===== src/rtl/core/text_console_cell_writer_core_macros.svh =====
// Assertion macros for the text console cell writer RTL.
`ifndef TEXT_CONSOLE_CELL_WRITER_CORE_MACROS_SVH
`define TEXT_CONSOLE_CELL_WRITER_CORE_MACROS_SVH

// Same-cycle implication, sampled on clk, off during reset.
`define TCW_ASSERT_HOLDS(label, ante, cons, msg) \
    label: assert property (@(posedge clk) disable iff (!rst_n) (ante) |-> (cons)) \
        else $error(msg);

// Next-cycle implication, sampled on clk, off during reset.
`define TCW_ASSERT_NEXT(label, ante, cons, msg) \
    label: assert property (@(posedge clk) disable iff (!rst_n) (ante) |=> (cons)) \
        else $error(msg);

`endif


===== src/rtl/core/tcw_pkg.sv =====
// Shared types, codes and helpers for the text console cell writer.
package tcw_pkg;

    localparam int COL_W  = 7;
    localparam int ROW_W  = 5;
    localparam int ADDR_W = 11;
    localparam int CNT_W  = 4;
    localparam int NUM_DIGITS = 10;

    localparam logic [1:0] ACT_CHAR = 2'd0;
    localparam logic [1:0] ACT_HEX  = 2'd1;
    localparam logic [1:0] ACT_DEC  = 2'd2;

    localparam logic [1:0] KIND_CHAR    = 2'd0;
    localparam logic [1:0] KIND_NEWLINE = 2'd1;
    localparam logic [1:0] KIND_HEX     = 2'd2;
    localparam logic [1:0] KIND_DEC     = 2'd3;

    localparam logic [7:0] CHAR_NUL     = 8'h00;
    localparam logic [7:0] CHAR_NEWLINE = 8'h0A;
    localparam logic [7:0] CHAR_ZERO    = 8'h30;
    localparam logic [7:0] CHAR_X       = 8'h78;
    localparam logic [7:0] CHAR_UPPER_A = 8'h41;

    localparam logic [0:0] REG_FG_COLOR = 1'b0;
    localparam logic [0:0] REG_BG_COLOR = 1'b1;

    // ceil(2^35 / 10); quotient = (v * RECIP10) >> 35 for any 32-bit v
    localparam logic [31:0] RECIP10 = 32'hCCCC_CCCD;

    typedef struct packed {
        logic [1:0]  kind;
        logic [7:0]  ch;
        logic [31:0] value;
    } cmd_t;

    function automatic logic [7:0] hex_char(input logic [3:0] nib);
        logic [7:0] c;
        if (nib < 4'd10)
        begin
            c = CHAR_ZERO + {4'b0, nib};
        end
        else
        begin
            c = CHAR_UPPER_A + {4'b0, nib - 4'd10};
        end
        return c;
    endfunction

endpackage


===== src/rtl/core/tcw_front.sv =====
// Front end: accepts input transactions, classifies them and queues commands.
module tcw_front
(
    input  logic             clk,
    input  logic             rst_n,
    input  logic             push,
    output logic             full,
    input  logic [1:0]       action,
    input  logic [7:0]       char_code,
    input  logic [31:0]      value,
    output tcw_pkg::cmd_t    cmd,
    output logic             cmd_valid,
    input  logic             cmd_pop
);

    tcw_pkg::cmd_t q_reg [2];
    logic          wr_ptr_reg, wr_ptr_next;
    logic          rd_ptr_reg, rd_ptr_next;
    logic [1:0]    count_reg, count_next;

    tcw_pkg::cmd_t new_cmd;
    logic          keep;
    logic          accept;
    logic          do_write;
    logic          do_read;

    always_comb
    begin
        new_cmd.ch    = char_code;
        new_cmd.value = value;
        new_cmd.kind  = tcw_pkg::KIND_CHAR;
        keep          = 1'b0;
        unique case (action)
            tcw_pkg::ACT_CHAR:
            begin
                if (char_code == tcw_pkg::CHAR_NEWLINE)
                begin
                    new_cmd.kind = tcw_pkg::KIND_NEWLINE;
                    keep         = 1'b1;
                end
                else if (char_code != tcw_pkg::CHAR_NUL)
                begin
                    new_cmd.kind = tcw_pkg::KIND_CHAR;
                    keep         = 1'b1;
                end
            end
            tcw_pkg::ACT_HEX:
            begin
                new_cmd.kind = tcw_pkg::KIND_HEX;
                keep         = 1'b1;
            end
            tcw_pkg::ACT_DEC:
            begin
                new_cmd.kind = tcw_pkg::KIND_DEC;
                keep         = 1'b1;
            end
            default:
            begin
                keep = 1'b0;
            end
        endcase
    end

    assign full      = (count_reg == 2'd2);
    assign accept    = push && !full;
    assign do_write  = accept && keep;
    assign cmd_valid = (count_reg != 2'd0);
    assign do_read   = cmd_pop && cmd_valid;
    assign cmd       = q_reg[rd_ptr_reg];

    always_comb
    begin
        wr_ptr_next = wr_ptr_reg ^ do_write;
        rd_ptr_next = rd_ptr_reg ^ do_read;
        count_next  = count_reg;
        if (do_write && !do_read)
        begin
            count_next = count_reg + 2'd1;
        end
        else if (!do_write && do_read)
        begin
            count_next = count_reg - 2'd1;
        end
    end

    always_ff @(posedge clk or negedge rst_n)
    begin
        if (!rst_n)
        begin
            wr_ptr_reg <= 1'b0;
            rd_ptr_reg <= 1'b0;
            count_reg  <= 2'd0;
        end
        else
        begin
            wr_ptr_reg <= wr_ptr_next;
            rd_ptr_reg <= rd_ptr_next;
            count_reg  <= count_next;
        end
    end

    always_ff @(posedge clk)
    begin
        if (do_write)
        begin
            q_reg[wr_ptr_reg] <= new_cmd;
        end
    end

endmodule


===== src/rtl/core/tcw_back.sv =====
// Back end: runs queued commands, keeps the cursor and drives the cell write queue.
`include "text_console_cell_writer_core_macros.svh"

module tcw_back
#(
    parameter int COLUMNS = 80,
    parameter int ROWS    = 25
)
(
    input  logic                        clk,
    input  logic                        rst_n,
    input  tcw_pkg::cmd_t               cmd,
    input  logic                        cmd_valid,
    output logic                        cmd_pop,
    input  logic [7:0]                  attr,
    output logic                        empty,
    input  logic                        pop,
    output logic [tcw_pkg::ADDR_W-1:0]  cell_address,
    output logic [15:0]                 cell_word,
    output logic                        last
);

    localparam logic [2:0] S_IDLE     = 3'd0;
    localparam logic [2:0] S_HEX      = 3'd1;
    localparam logic [2:0] S_DEC_MUL  = 3'd2;
    localparam logic [2:0] S_DEC_SUB  = 3'd3;
    localparam logic [2:0] S_DEC_EMIT = 3'd4;

    localparam logic [tcw_pkg::COL_W-1:0]  COL_LAST = tcw_pkg::COL_W'(COLUMNS - 1);
    localparam logic [tcw_pkg::ROW_W-1:0]  ROW_LAST = tcw_pkg::ROW_W'(ROWS - 1);
    localparam logic [tcw_pkg::ADDR_W-1:0] COLS_A   = tcw_pkg::ADDR_W'(COLUMNS);

    logic [2:0]                  state_reg, state_next;
    logic [31:0]                 val_reg, val_next;
    logic [tcw_pkg::CNT_W-1:0]   cnt_reg, cnt_next;
    logic [63:0]                 prod_reg, prod_next;
    logic [3:0]                  digit_reg [tcw_pkg::NUM_DIGITS];
    logic [tcw_pkg::COL_W-1:0]   col_reg, col_next;
    logic [tcw_pkg::ROW_W-1:0]   row_reg, row_next;
    logic                        out_valid_reg, out_valid_next;
    logic [tcw_pkg::ADDR_W-1:0]  out_addr_reg;
    logic [15:0]                 out_word_reg;
    logic                        out_last_reg;

    logic                        can_emit;
    logic                        emit;
    logic [7:0]                  emit_char;
    logic                        emit_last;
    logic                        newline;
    logic                        digit_we;
    logic [3:0]                  digit_wdata;
    logic [tcw_pkg::CNT_W-1:0]   dig_idx;
    logic [28:0]                 quo;
    logic [31:0]                 quo_x10;
    logic [tcw_pkg::ADDR_W-1:0]  cur_addr;

    assign can_emit = !out_valid_reg || pop;
    assign quo      = prod_reg[63:35];
    assign quo_x10  = {quo, 3'b000} + {2'b00, quo, 1'b0};
    assign dig_idx  = cnt_reg - tcw_pkg::CNT_W'(1);
    assign cur_addr = tcw_pkg::ADDR_W'(row_reg) * COLS_A + tcw_pkg::ADDR_W'(col_reg);

    always_comb
    begin
        state_next  = state_reg;
        val_next    = val_reg;
        cnt_next    = cnt_reg;
        prod_next   = prod_reg;
        cmd_pop     = 1'b0;
        emit        = 1'b0;
        emit_char   = tcw_pkg::CHAR_NUL;
        emit_last   = 1'b0;
        newline     = 1'b0;
        digit_we    = 1'b0;
        digit_wdata = 4'd0;
        unique case (state_reg)
            S_IDLE:
            begin
                if (cmd_valid)
                begin
                    unique case (cmd.kind)
                        tcw_pkg::KIND_CHAR:
                        begin
                            if (can_emit)
                            begin
                                cmd_pop   = 1'b1;
                                emit      = 1'b1;
                                emit_char = cmd.ch;
                                emit_last = 1'b1;
                            end
                        end
                        tcw_pkg::KIND_NEWLINE:
                        begin
                            cmd_pop = 1'b1;
                            newline = 1'b1;
                        end
                        tcw_pkg::KIND_HEX:
                        begin
                            cmd_pop    = 1'b1;
                            val_next   = cmd.value;
                            cnt_next   = '0;
                            state_next = S_HEX;
                        end
                        tcw_pkg::KIND_DEC:
                        begin
                            cmd_pop    = 1'b1;
                            val_next   = cmd.value;
                            cnt_next   = '0;
                            state_next = S_DEC_MUL;
                        end
                        default:
                        begin
                            cmd_pop = 1'b1;
                        end
                    endcase
                end
            end
            S_HEX:
            begin
                if (can_emit)
                begin
                    emit = 1'b1;
                    if (cnt_reg == tcw_pkg::CNT_W'(0))
                    begin
                        emit_char = tcw_pkg::CHAR_ZERO;
                    end
                    else if (cnt_reg == tcw_pkg::CNT_W'(1))
                    begin
                        emit_char = tcw_pkg::CHAR_X;
                    end
                    else
                    begin
                        emit_char = tcw_pkg::hex_char(val_reg[31:28]);
                        val_next  = {val_reg[27:0], 4'b0000};
                    end
                    emit_last = (cnt_reg == tcw_pkg::CNT_W'(9));
                    cnt_next  = cnt_reg + tcw_pkg::CNT_W'(1);
                    if (emit_last)
                    begin
                        state_next = S_IDLE;
                    end
                end
            end
            S_DEC_MUL:
            begin
                prod_next  = {32'b0, val_reg} * {32'b0, tcw_pkg::RECIP10};
                state_next = S_DEC_SUB;
            end
            S_DEC_SUB:
            begin
                digit_we    = 1'b1;
                digit_wdata = val_reg[3:0] - quo_x10[3:0];
                cnt_next    = cnt_reg + tcw_pkg::CNT_W'(1);
                val_next    = {3'b000, quo};
                state_next  = (quo == 29'd0) ? S_DEC_EMIT : S_DEC_MUL;
            end
            S_DEC_EMIT:
            begin
                if (can_emit)
                begin
                    emit      = 1'b1;
                    emit_char = tcw_pkg::CHAR_ZERO + {4'b0, digit_reg[dig_idx]};
                    emit_last = (cnt_reg == tcw_pkg::CNT_W'(1));
                    cnt_next  = dig_idx;
                    if (emit_last)
                    begin
                        state_next = S_IDLE;
                    end
                end
            end
            default:
            begin
                state_next = S_IDLE;
            end
        endcase
    end

    always_comb
    begin
        col_next = col_reg;
        row_next = row_reg;
        if (emit)
        begin
            if (col_reg == COL_LAST)
            begin
                col_next = '0;
                if (row_reg != ROW_LAST)
                begin
                    row_next = row_reg + tcw_pkg::ROW_W'(1);
                end
            end
            else
            begin
                col_next = col_reg + tcw_pkg::COL_W'(1);
            end
        end
        else if (newline)
        begin
            col_next = '0;
            if (row_reg != ROW_LAST)
            begin
                row_next = row_reg + tcw_pkg::ROW_W'(1);
            end
        end
    end

    always_comb
    begin
        out_valid_next = out_valid_reg;
        if (emit)
        begin
            out_valid_next = 1'b1;
        end
        else if (pop)
        begin
            out_valid_next = 1'b0;
        end
    end

    always_ff @(posedge clk or negedge rst_n)
    begin
        if (!rst_n)
        begin
            state_reg     <= S_IDLE;
            cnt_reg       <= '0;
            col_reg       <= '0;
            row_reg       <= '0;
            out_valid_reg <= 1'b0;
        end
        else
        begin
            state_reg     <= state_next;
            cnt_reg       <= cnt_next;
            col_reg       <= col_next;
            row_reg       <= row_next;
            out_valid_reg <= out_valid_next;
        end
    end

    always_ff @(posedge clk)
    begin
        val_reg  <= val_next;
        prod_reg <= prod_next;
        if (digit_we)
        begin
            digit_reg[cnt_reg] <= digit_wdata;
        end
        if (emit)
        begin
            out_addr_reg <= cur_addr;
            out_word_reg <= {attr, emit_char};
            out_last_reg <= emit_last;
        end
    end

    assign empty        = !out_valid_reg;
    assign cell_address = out_addr_reg;
    assign cell_word    = out_word_reg;
    assign last         = out_last_reg;

    `TCW_ASSERT_HOLDS(a_row_bound, 1'b1, row_reg <= ROW_LAST, "cursor row past last row")
    `TCW_ASSERT_HOLDS(a_col_bound, 1'b1, col_reg <= COL_LAST, "cursor column past last column")
    `TCW_ASSERT_HOLDS(a_dec_count, state_reg == S_DEC_EMIT, cnt_reg != '0, "decimal emit with no digits")
    `TCW_ASSERT_NEXT(a_last_idle, emit && emit_last, state_reg == S_IDLE, "sequencer busy after last cell")

endmodule


===== src/rtl/core/text_console_cell_writer_core.sv =====
// Top level of the text console cell writer: color registers, front end and back end.
// Each input transaction is a character, a 32-bit value printed as 0x plus eight hex
// digits, or a value printed in decimal; every printed character comes out as one cell
// write (address, word, last) on the result queue, and a newline moves the cursor
// without output. Queued commands run in the back end: a hex print and the digits of a
// decimal print come out at one cell per cycle while the output register is free or
// being popped; a decimal print first finds its digits with a reciprocal multiply and
// remainder step per digit. A two-entry command queue lets new transactions be taken
// while the back end works, and a one-entry output register holds a result until it is
// popped. Color writes apply to later cells.
module text_console_cell_writer_core
#(
    parameter int COLUMNS = 80,
    parameter int ROWS    = 25
)
(
    input  logic                        clk,
    input  logic                        rst_n,
    input  logic                        push,
    output logic                        full,
    input  logic [1:0]                  action,
    input  logic [7:0]                  char_code,
    input  logic [31:0]                 value,
    output logic                        empty,
    input  logic                        pop,
    output logic [tcw_pkg::ADDR_W-1:0]  cell_address,
    output logic [15:0]                 cell_word,
    output logic                        last,
    input  logic                        cfg_we,
    input  logic [0:0]                  cfg_index,
    input  logic [3:0]                  cfg_wdata
);

    logic [3:0]    fg_color_reg, fg_color_next;
    logic [3:0]    bg_color_reg, bg_color_next;
    tcw_pkg::cmd_t cmd;
    logic          cmd_valid;
    logic          cmd_pop;

    always_comb
    begin
        fg_color_next = fg_color_reg;
        bg_color_next = bg_color_reg;
        if (cfg_we)
        begin
            unique case (cfg_index)
                tcw_pkg::REG_FG_COLOR: fg_color_next = cfg_wdata;
                tcw_pkg::REG_BG_COLOR: bg_color_next = cfg_wdata;
                default:               fg_color_next = fg_color_reg;
            endcase
        end
    end

    always_ff @(posedge clk or negedge rst_n)
    begin
        if (!rst_n)
        begin
            fg_color_reg <= 4'hF;
            bg_color_reg <= 4'h0;
        end
        else
        begin
            fg_color_reg <= fg_color_next;
            bg_color_reg <= bg_color_next;
        end
    end

    tcw_front u_front
    (
        .clk       (clk),
        .rst_n     (rst_n),
        .push      (push),
        .full      (full),
        .action    (action),
        .char_code (char_code),
        .value     (value),
        .cmd       (cmd),
        .cmd_valid (cmd_valid),
        .cmd_pop   (cmd_pop)
    );

    tcw_back
    #(
        .COLUMNS (COLUMNS),
        .ROWS    (ROWS)
    )
    u_back
    (
        .clk          (clk),
        .rst_n        (rst_n),
        .cmd          (cmd),
        .cmd_valid    (cmd_valid),
        .cmd_pop      (cmd_pop),
        .attr         ({bg_color_reg, fg_color_reg}),
        .empty        (empty),
        .pop          (pop),
        .cell_address (cell_address),
        .cell_word    (cell_word),
        .last         (last)
    );

endmodule


===== config.mk =====
export PLATFORM = sky130hd
export DESIGN_NAME = text_console_cell_writer_core
export DESIGN_NICKNAME = d
export VERILOG_FILES = /design/src/rtl/core/tcw_pkg.sv /design/src/rtl/core/tcw_front.sv /design/src/rtl/core/tcw_back.sv /design/src/rtl/core/text_console_cell_writer_core.sv
export VERILOG_INCLUDE_DIRS = /design/src /design/src/rtl/core
export SDC_FILE = /design/constraint.sdc
export NUM_CORES = 1
export LEC_CHECK = 0
export BUFFER_PORTS_ARGS = -buffer_cell sky130_fd_sc_hd__buf_2
export CORE_MARGIN = 1
export CORE_UTILIZATION = 65
export DETAILED_ROUTE_END_ITERATION = 8
export GPL_TIMING_DRIVEN = 0
export PLACE_DENSITY = 0.81
export SYNTH_ARGS = -nofsm -noshare
export SYNTH_HDL_FRONTEND = slang
export SYNTH_SLANG_ARGS = --single-unit

===== constraint.sdc =====
create_clock -name clk -period 10.3 [get_ports clk]
set_input_delay 2.575 -clock clk [delete_from_list [all_inputs] [get_ports clk]]
set_output_delay 2.575 -clock clk [all_outputs]
set_load 0.1 [all_outputs]

# Word-level counts from Yosys, hierarchy flattened
# Memory sizes are Yosys's and may differ from the RTL's.
# Cells that the tools add are included.
[totals]
ff_bits = 156
latch_bits = 0
ramBits = 124
romBits = 0
inputBits = 52
out_inout_bits = 30
n_memories = 2
[mem_list]
columns = ["memory", "depth", "width", "read_ports", "rd_clocked_by_memory_dff", "wr", "line_no", "source"]
rows = [
  ["u_front.q_reg", 2, 42, 1, 0, 1, "tcw_front.sv:16", "tcw_pkg::cmd_t q_reg [2];"],
  ["u_back.digit_reg", 10, 4, 1, 0, 1, "tcw_back.sv:37", "logic [3:0] digit_reg [tcw_pkg::NUM_DIGITS];"],
]
[op_classes]
add_sub_neg = 13
n_mul = 2
div_mod_pow = 0
magnitude_cmp = 1
n_eq_ne = 25
n_shift = 0
mux = 63
bitwise_logic = 3
reduce_logical = 32
[op_table]
columns = ["cell", "n"]
rows = [
  ["$mux 32", 5],
  ["$pmux 32 s3", 1],
  ["$mul 32x32->64 const B", 1],
  ["$mux 8", 8],
  ["$logic_not 29->1", 1],
  ["$pmux 8 s3", 1],
  ["$mux 7", 3],
  ["$mux 1", 20],
  ["$mux 4", 5],
  ["$mux 5", 4],
  ["$mux 3", 6],
  ["$pmux 4 s4", 1],
  ["$pmux 3 s5", 1],
  ["$add 6x4->7 const A", 2],
  ["$reduce_and 6->1", 2],
  ["$add 11x7->11", 1],
  ["$ne 2x2->1 const B", 5],
  ["$add 7x4->8 const A", 1],
  ["$eq 2x2->1 const B", 4],
  ["$eq 8x4->1 const B", 1],
  ["$ne 2x1->1 const B", 4],
  ["$reduce_bool 2->1", 4],
  ["$reduce_bool 8->1", 1],
  ["$add 7x1->7 const B", 1],
  ["38 further kinds", 56],
]

# Depth between registers and ports, before layout
[logic_depth]
depth_word = 10
ltp_mapped = 25

# Hierarchy
# Synthesis repeated with hierarchy kept, for this count alone.
[hier_totals]
hier_cells = 2469
area_unflattened_um2 = 27621.5
[by_module_without_submodules]
columns = ["module", "n_inst", "cells_each", "area_each_um2", "seq_area_each_um2"]
rows = [
  ["tcw_back", 1, 2291, 23954.2, 4374.2],
  ["tcw_front", 1, 160, 3337.0, 2622.5],
  ["text_console_cell_writer_core", 1, 18, 330.3, 205.2],
]

# Worst setup path after synthesis
# No wires, ideal clock.
[synth_timing]
kind = "reg2reg"
startpoint = "register u_back.val_reg[18]"
endpoint = "register u_back.prod_reg[62], data pin"
setup_time_ns = 0.260
arrival_ns = 6.566
required_time_ns = 10.040
path_slack_ns = 3.474
path_stages_with_launch = 25
path_buffers = 0
synth_period_minus_slack_ns = 6.826
path_cell_list = "edfxtp_1 ha_1 inv_1 fa_1 inv_1 fa_1 inv_1 fa_1 inv_1 fa_1 fa_1 fa_1 inv_1 fa_1 inv_1 ha_1 and4_4 a311o_1 o22ai_4 nand4_4 o21ai_4 o21ai_2 a31o_4 a221oi_2 xnor2_1"
[synth_between]
elab_chain_len = 1
[synth_rtl]
columns = ["element", "line_no", "source"]
rows = [
  ["from (decl)", "tcw_back.sv:34", "logic [31:0] val_reg, val_next;"],
  ["from (signal assigned)", "tcw_back.sv:242", "val_reg <= val_next;"],
  ["$mul 32x32->64", "tcw_back.sv:146", "prod_next = {32'b0, val_reg} * {32'b0, tcw_pkg::RECIP10};"],
  ["to (signal assigned)", "tcw_back.sv:243", "prod_reg <= prod_next;"],
  ["to (decl)", "tcw_back.sv:36", "logic [63:0] prod_reg, prod_next;"],
]
# Every way passes these cells.
# A chain may end at the register's enable or synchronous reset.

# Worst setup path in the final report
[layout_timing]
startpoint = "register u_back.val_reg[9]"
endpoint = "register u_back.prod_reg[45], data pin"
# The elaborated chain is that of the path after synthesis.

==> run_results.csv <==
group,metric,value,unit
detailed_routing,ant_nets,0,
global_route,grt_pass1_vias,19240,
timing,worst_pin_slew,1.233,ns
critical_path,worstPathMaxFanout,7,
critical_path,worstPathArrival,8.72,ns
detailed_routing,vias,17950,
critical_path,start_kind,"register",
yosys,syn_area,26980,um^2
placement,hpwl,59520,um
global_route,grt-ovfl-total,0,
critical_path,required,10.56,ns
timing,fin_setup_tns,0,ns
clock_network,cts_resized,0,
critical_path,cp_slowest_cell,"o311ai_0",
detailed_routing,via_per_inst,5.960,
timing,maxSlewHeadroom,16.73,%
critical_path,crit_buf_inv,3,
timing,hold-worst-slack,0.4414,ns
yosys,synthFlopType,"edfxtp_1",
yosys,synth-seq-cells,245,
yosys,avgSynthCellArea,11.47,um^2
floorplan,dieHeight,205.7,um
yosys,synth_cells,2353,
yosys,synth_cell_type_count,70,
clock_network,cts_setup_buffers,0,
timing,timing.fmax,118.2,MHz
timing,clock_skew,0.02029,ns
global_route,grt_max_degree,35,
floorplan,rows,74,
yosys,synth_edf_count,213,
cells_and_area,layout_common_cells,"558 x inv_1, 388 x fa_1, 371 x ha_1",
critical_path,path_cells,"ha_1 > clkbuf_1 > xor2_1 > ha_1 > a21o_1 > fa_1 > inv_1 > fa_1 > inv_1 > fa_1 > fa_1 > fa_1 > fa_1 > ha_1 > nand4_1 > nor2_1 > nand2_1 > nand2_1 > a31oi_1 > o311ai_0 > nor2b_1 > nor2_1 > xnor2_1",
cells_and_area,nets,3275,
critical_path,cp_common_cell,"fa_1",
yosys,synth_fp_nets,3166,
floorplan,die_x,205.7,um
timing,fin_crit_sh,82.15,%
critical_path,cp_top_family,"adder cells",
clock_network,cts_tree,"done",
timing,finalMaxSlewViolations,0,
cells_and_area,final_common_cell,"inv_1",
cells_and_area,synthToLayoutAreaGrowth,6.854,%
yosys,yosys_warnings,0,
cells_and_area,seq_area,7202,um^2
clock_network,cts_max_path_buffers,3,
floorplan,ios,82,
clock_network,cts_num_sinks,245,
run,max-cap-violations,0,
detailed_routing,drt_first_pass_iters,6,
clock_network,hold_buffers,0,
timing,period_minus_slack,8.461,ns
clock_network,cts_htree_levels,1,
global_route,grt_usage,34.94,%
cells_and_area,drive_gt1_share,6.860,%
global_route,antenna_found_initial,5,
clock_network,clk_pin_slew,0.08,ns
detailed_routing,route.final.wire_length,70450,um
status,status,"complete, no violations",
critical_path,end_kind,"register",
cells_and_area,num-fill-cells,2961,
timing,rsz0062_at_grt,"no",
worst_hold_path,hold_class,"reg2reg",
yosys,async_reset_ff_share,13.06,%
detailed_routing,drt-initial-drc-count,1461,
global_route,grt_pass1_wl,108200,um
placement,port_buffers,81,
floorplan,design.die.area,42330,um^2
cells_and_area,largest_reg_flops,84,
timing,final-hold-violation-count,0,
timing,setup_viol,0,
critical_path,worstSetupPathType,"reg2reg",
cells_and_area,multiInputGateArea,17520,um^2
clock_network,insertion_delay,0.52,ns
critical_path,slowest_delay,1.09,ns
floorplan,start_util,65.93,%
yosys,ys_seq_area_share,26.69,%
detailed_routing,wl_per_cell,23.39,um
detailed_routing,drc,0,
floorplan,core_region_area,40920,um^2
placement,place.gp.congestion,0.9935,
clock_network,cts_root_buffer,"clkbuf_16",
clock_network,numCtsBuffers,22,
[layer usage]
layer / up-vias / part of all wire [%] / GRT usage (%)
li1: 7954 / - / -
met1: 9012 / 39 / 45.91
met2: 798 / 48 / 56.79
met3: 179 / 8.5 / 7.919
met4: 8 / 4.3 / 13.04
met5: - / 0.071 / 0
[stage by stage]
step           setup WS (ns)  util (%)  area [um^2]  instances
3_5_place_dp           2.189     68.73        28130       2970
4_1_cts                2.121     70.44        28830       3010
2_1_floorplan          3.474         -        26980       2353
5_1_grt                1.732     70.44        28830       3010
3_3_place_gp           2.282     68.55        28050       2966
6_report               1.839     70.45        28830       3012
[logic make-up after synthesis]
group / after synthesis / synth area share, %
adders and majority gates: 761 / 46.08
and+or+nand+nor: 281 / 5.407
buffers and inverters: 603 / 8.407
xor gates and xnor gates: 100 / 3.246
DFF: 245 / 26.69
AOI/OAI and AO/OA: 295 / 7.211
muxes: 68 / 2.954
[synth_stat cells, drive strengths merged (3+ instances only)]
| library cell | number | area (um^2) |
|---|---|---|
| a211oi | 25 | 187.7 |
| a21o | 39 | 292.8 |
| a21oi | 93 | 465.5 |
| a22oi | 4 | 30.03 |
| a311oi | 3 | 26.28 |
| a31oi | 12 | 90.09 |
| a32oi | 3 | 26.28 |
| and2 | 17 | 106.4 |
| and3 | 14 | 88.84 |
| and4 | 4 | 37.54 |
| buf | 8 | 35.03 |
| clkbuf | 36 | 135.1 |
| dfrtp | 28 | 700.7 |
| dfstp | 4 | 105.1 |
| edfxtp | 213 | 6396 |
| fa | 388 | 7767 |
| ha | 373 | 4667 |
| inv | 559 | 2098 |
| mux2 | 13 | 146.4 |
| mux2i | 47 | 470.5 |
| mux4 | 8 | 180.2 |
| nand2 | 78 | 292.8 |
| nand2b | 7 | 43.79 |
| nand3 | 16 | 80.08 |
| nand3b | 6 | 45.04 |
| nand4 | 18 | 127.6 |
| nor2 | 52 | 197.7 |
| nor2b | 31 | 193.9 |
| nor3 | 15 | 75.07 |
| nor4 | 10 | 68.81 |
| o211a | 6 | 60.06 |
| o211ai | 13 | 102.6 |
| o21a | 3 | 22.52 |
| o21ai | 61 | 324.1 |
| o21bai | 7 | 52.55 |
| o221ai | 3 | 26.28 |
| o22ai | 6 | 65.06 |
| o311ai | 4 | 50.05 |
| o31ai | 4 | 30.03 |
| or2 | 3 | 18.77 |
| or3 | 3 | 18.77 |
| xnor2 | 45 | 394.1 |
| xor2 | 55 | 481.7 |
[worst paths after layout]
check	slack, ns	startpoint	depth (start not counted)	endpoint
worst min-delay path	0.44	bg_color_reg[0]$_DFFE_PN0P_	0	u_back.cell_word[12]$_DFFE_PP_
worst max register to register	1.84	u_back.val_reg[9]$_DFFE_PP_	23	u_back.prod_reg[45]$_DFFE_PP_
worst min register to register	0.44	bg_color_reg[0]$_DFFE_PN0P_	0	u_back.cell_word[12]$_DFFE_PP_
min in group asynchronous	2.16	rst_n	1	u_front.wr_ptr_reg$_DFF_PN0_
worst max-delay path	1.84	u_back.val_reg[9]$_DFFE_PP_	23	u_back.prod_reg[45]$_DFFE_PP_
max in group asynchronous	7.63	rst_n	1	u_back.state_reg[2]$_DFFE_PN0P_
[worst reg2reg max path: stages, from the launching register on]
cell	delay, ns
edfxtp_1	0.65
ha_1	0.49
clkbuf_1	0.38
xor2_1	0.16
ha_1	0.23
a21o_1	0.18
fa_1	0.55
inv_1	0.06
fa_1	0.52
inv_1	0.06
fa_1	0.55
fa_1	0.43
fa_1	0.43
fa_1	0.54
ha_1	0.39
nand4_1	0.25
nor2_1	0.22
nand2_1	0.24
nand2_1	0.14
a31oi_1	0.11
o311ai_0	1.09
nor2b_1	0.33
nor2_1	0.08
xnor2_1	0.13
[area by class of cell]
class	instances	share of cell area, %
Multi-Input combinational cell	1505	60.78
Sequential cell	245	24.98
Inverter	559	7.278
Tap cell	532	2.309
Clock buffer	32	2.218
Timing Repair Buffer	85	1.623
Buffer	44	0.5902
Clock inverter	8	0.2083
Antenna cell	2	0.01736
Power is not shown: default switching activity piles up to over one toggle a cycle in this logic, so the estimate is an artifact.
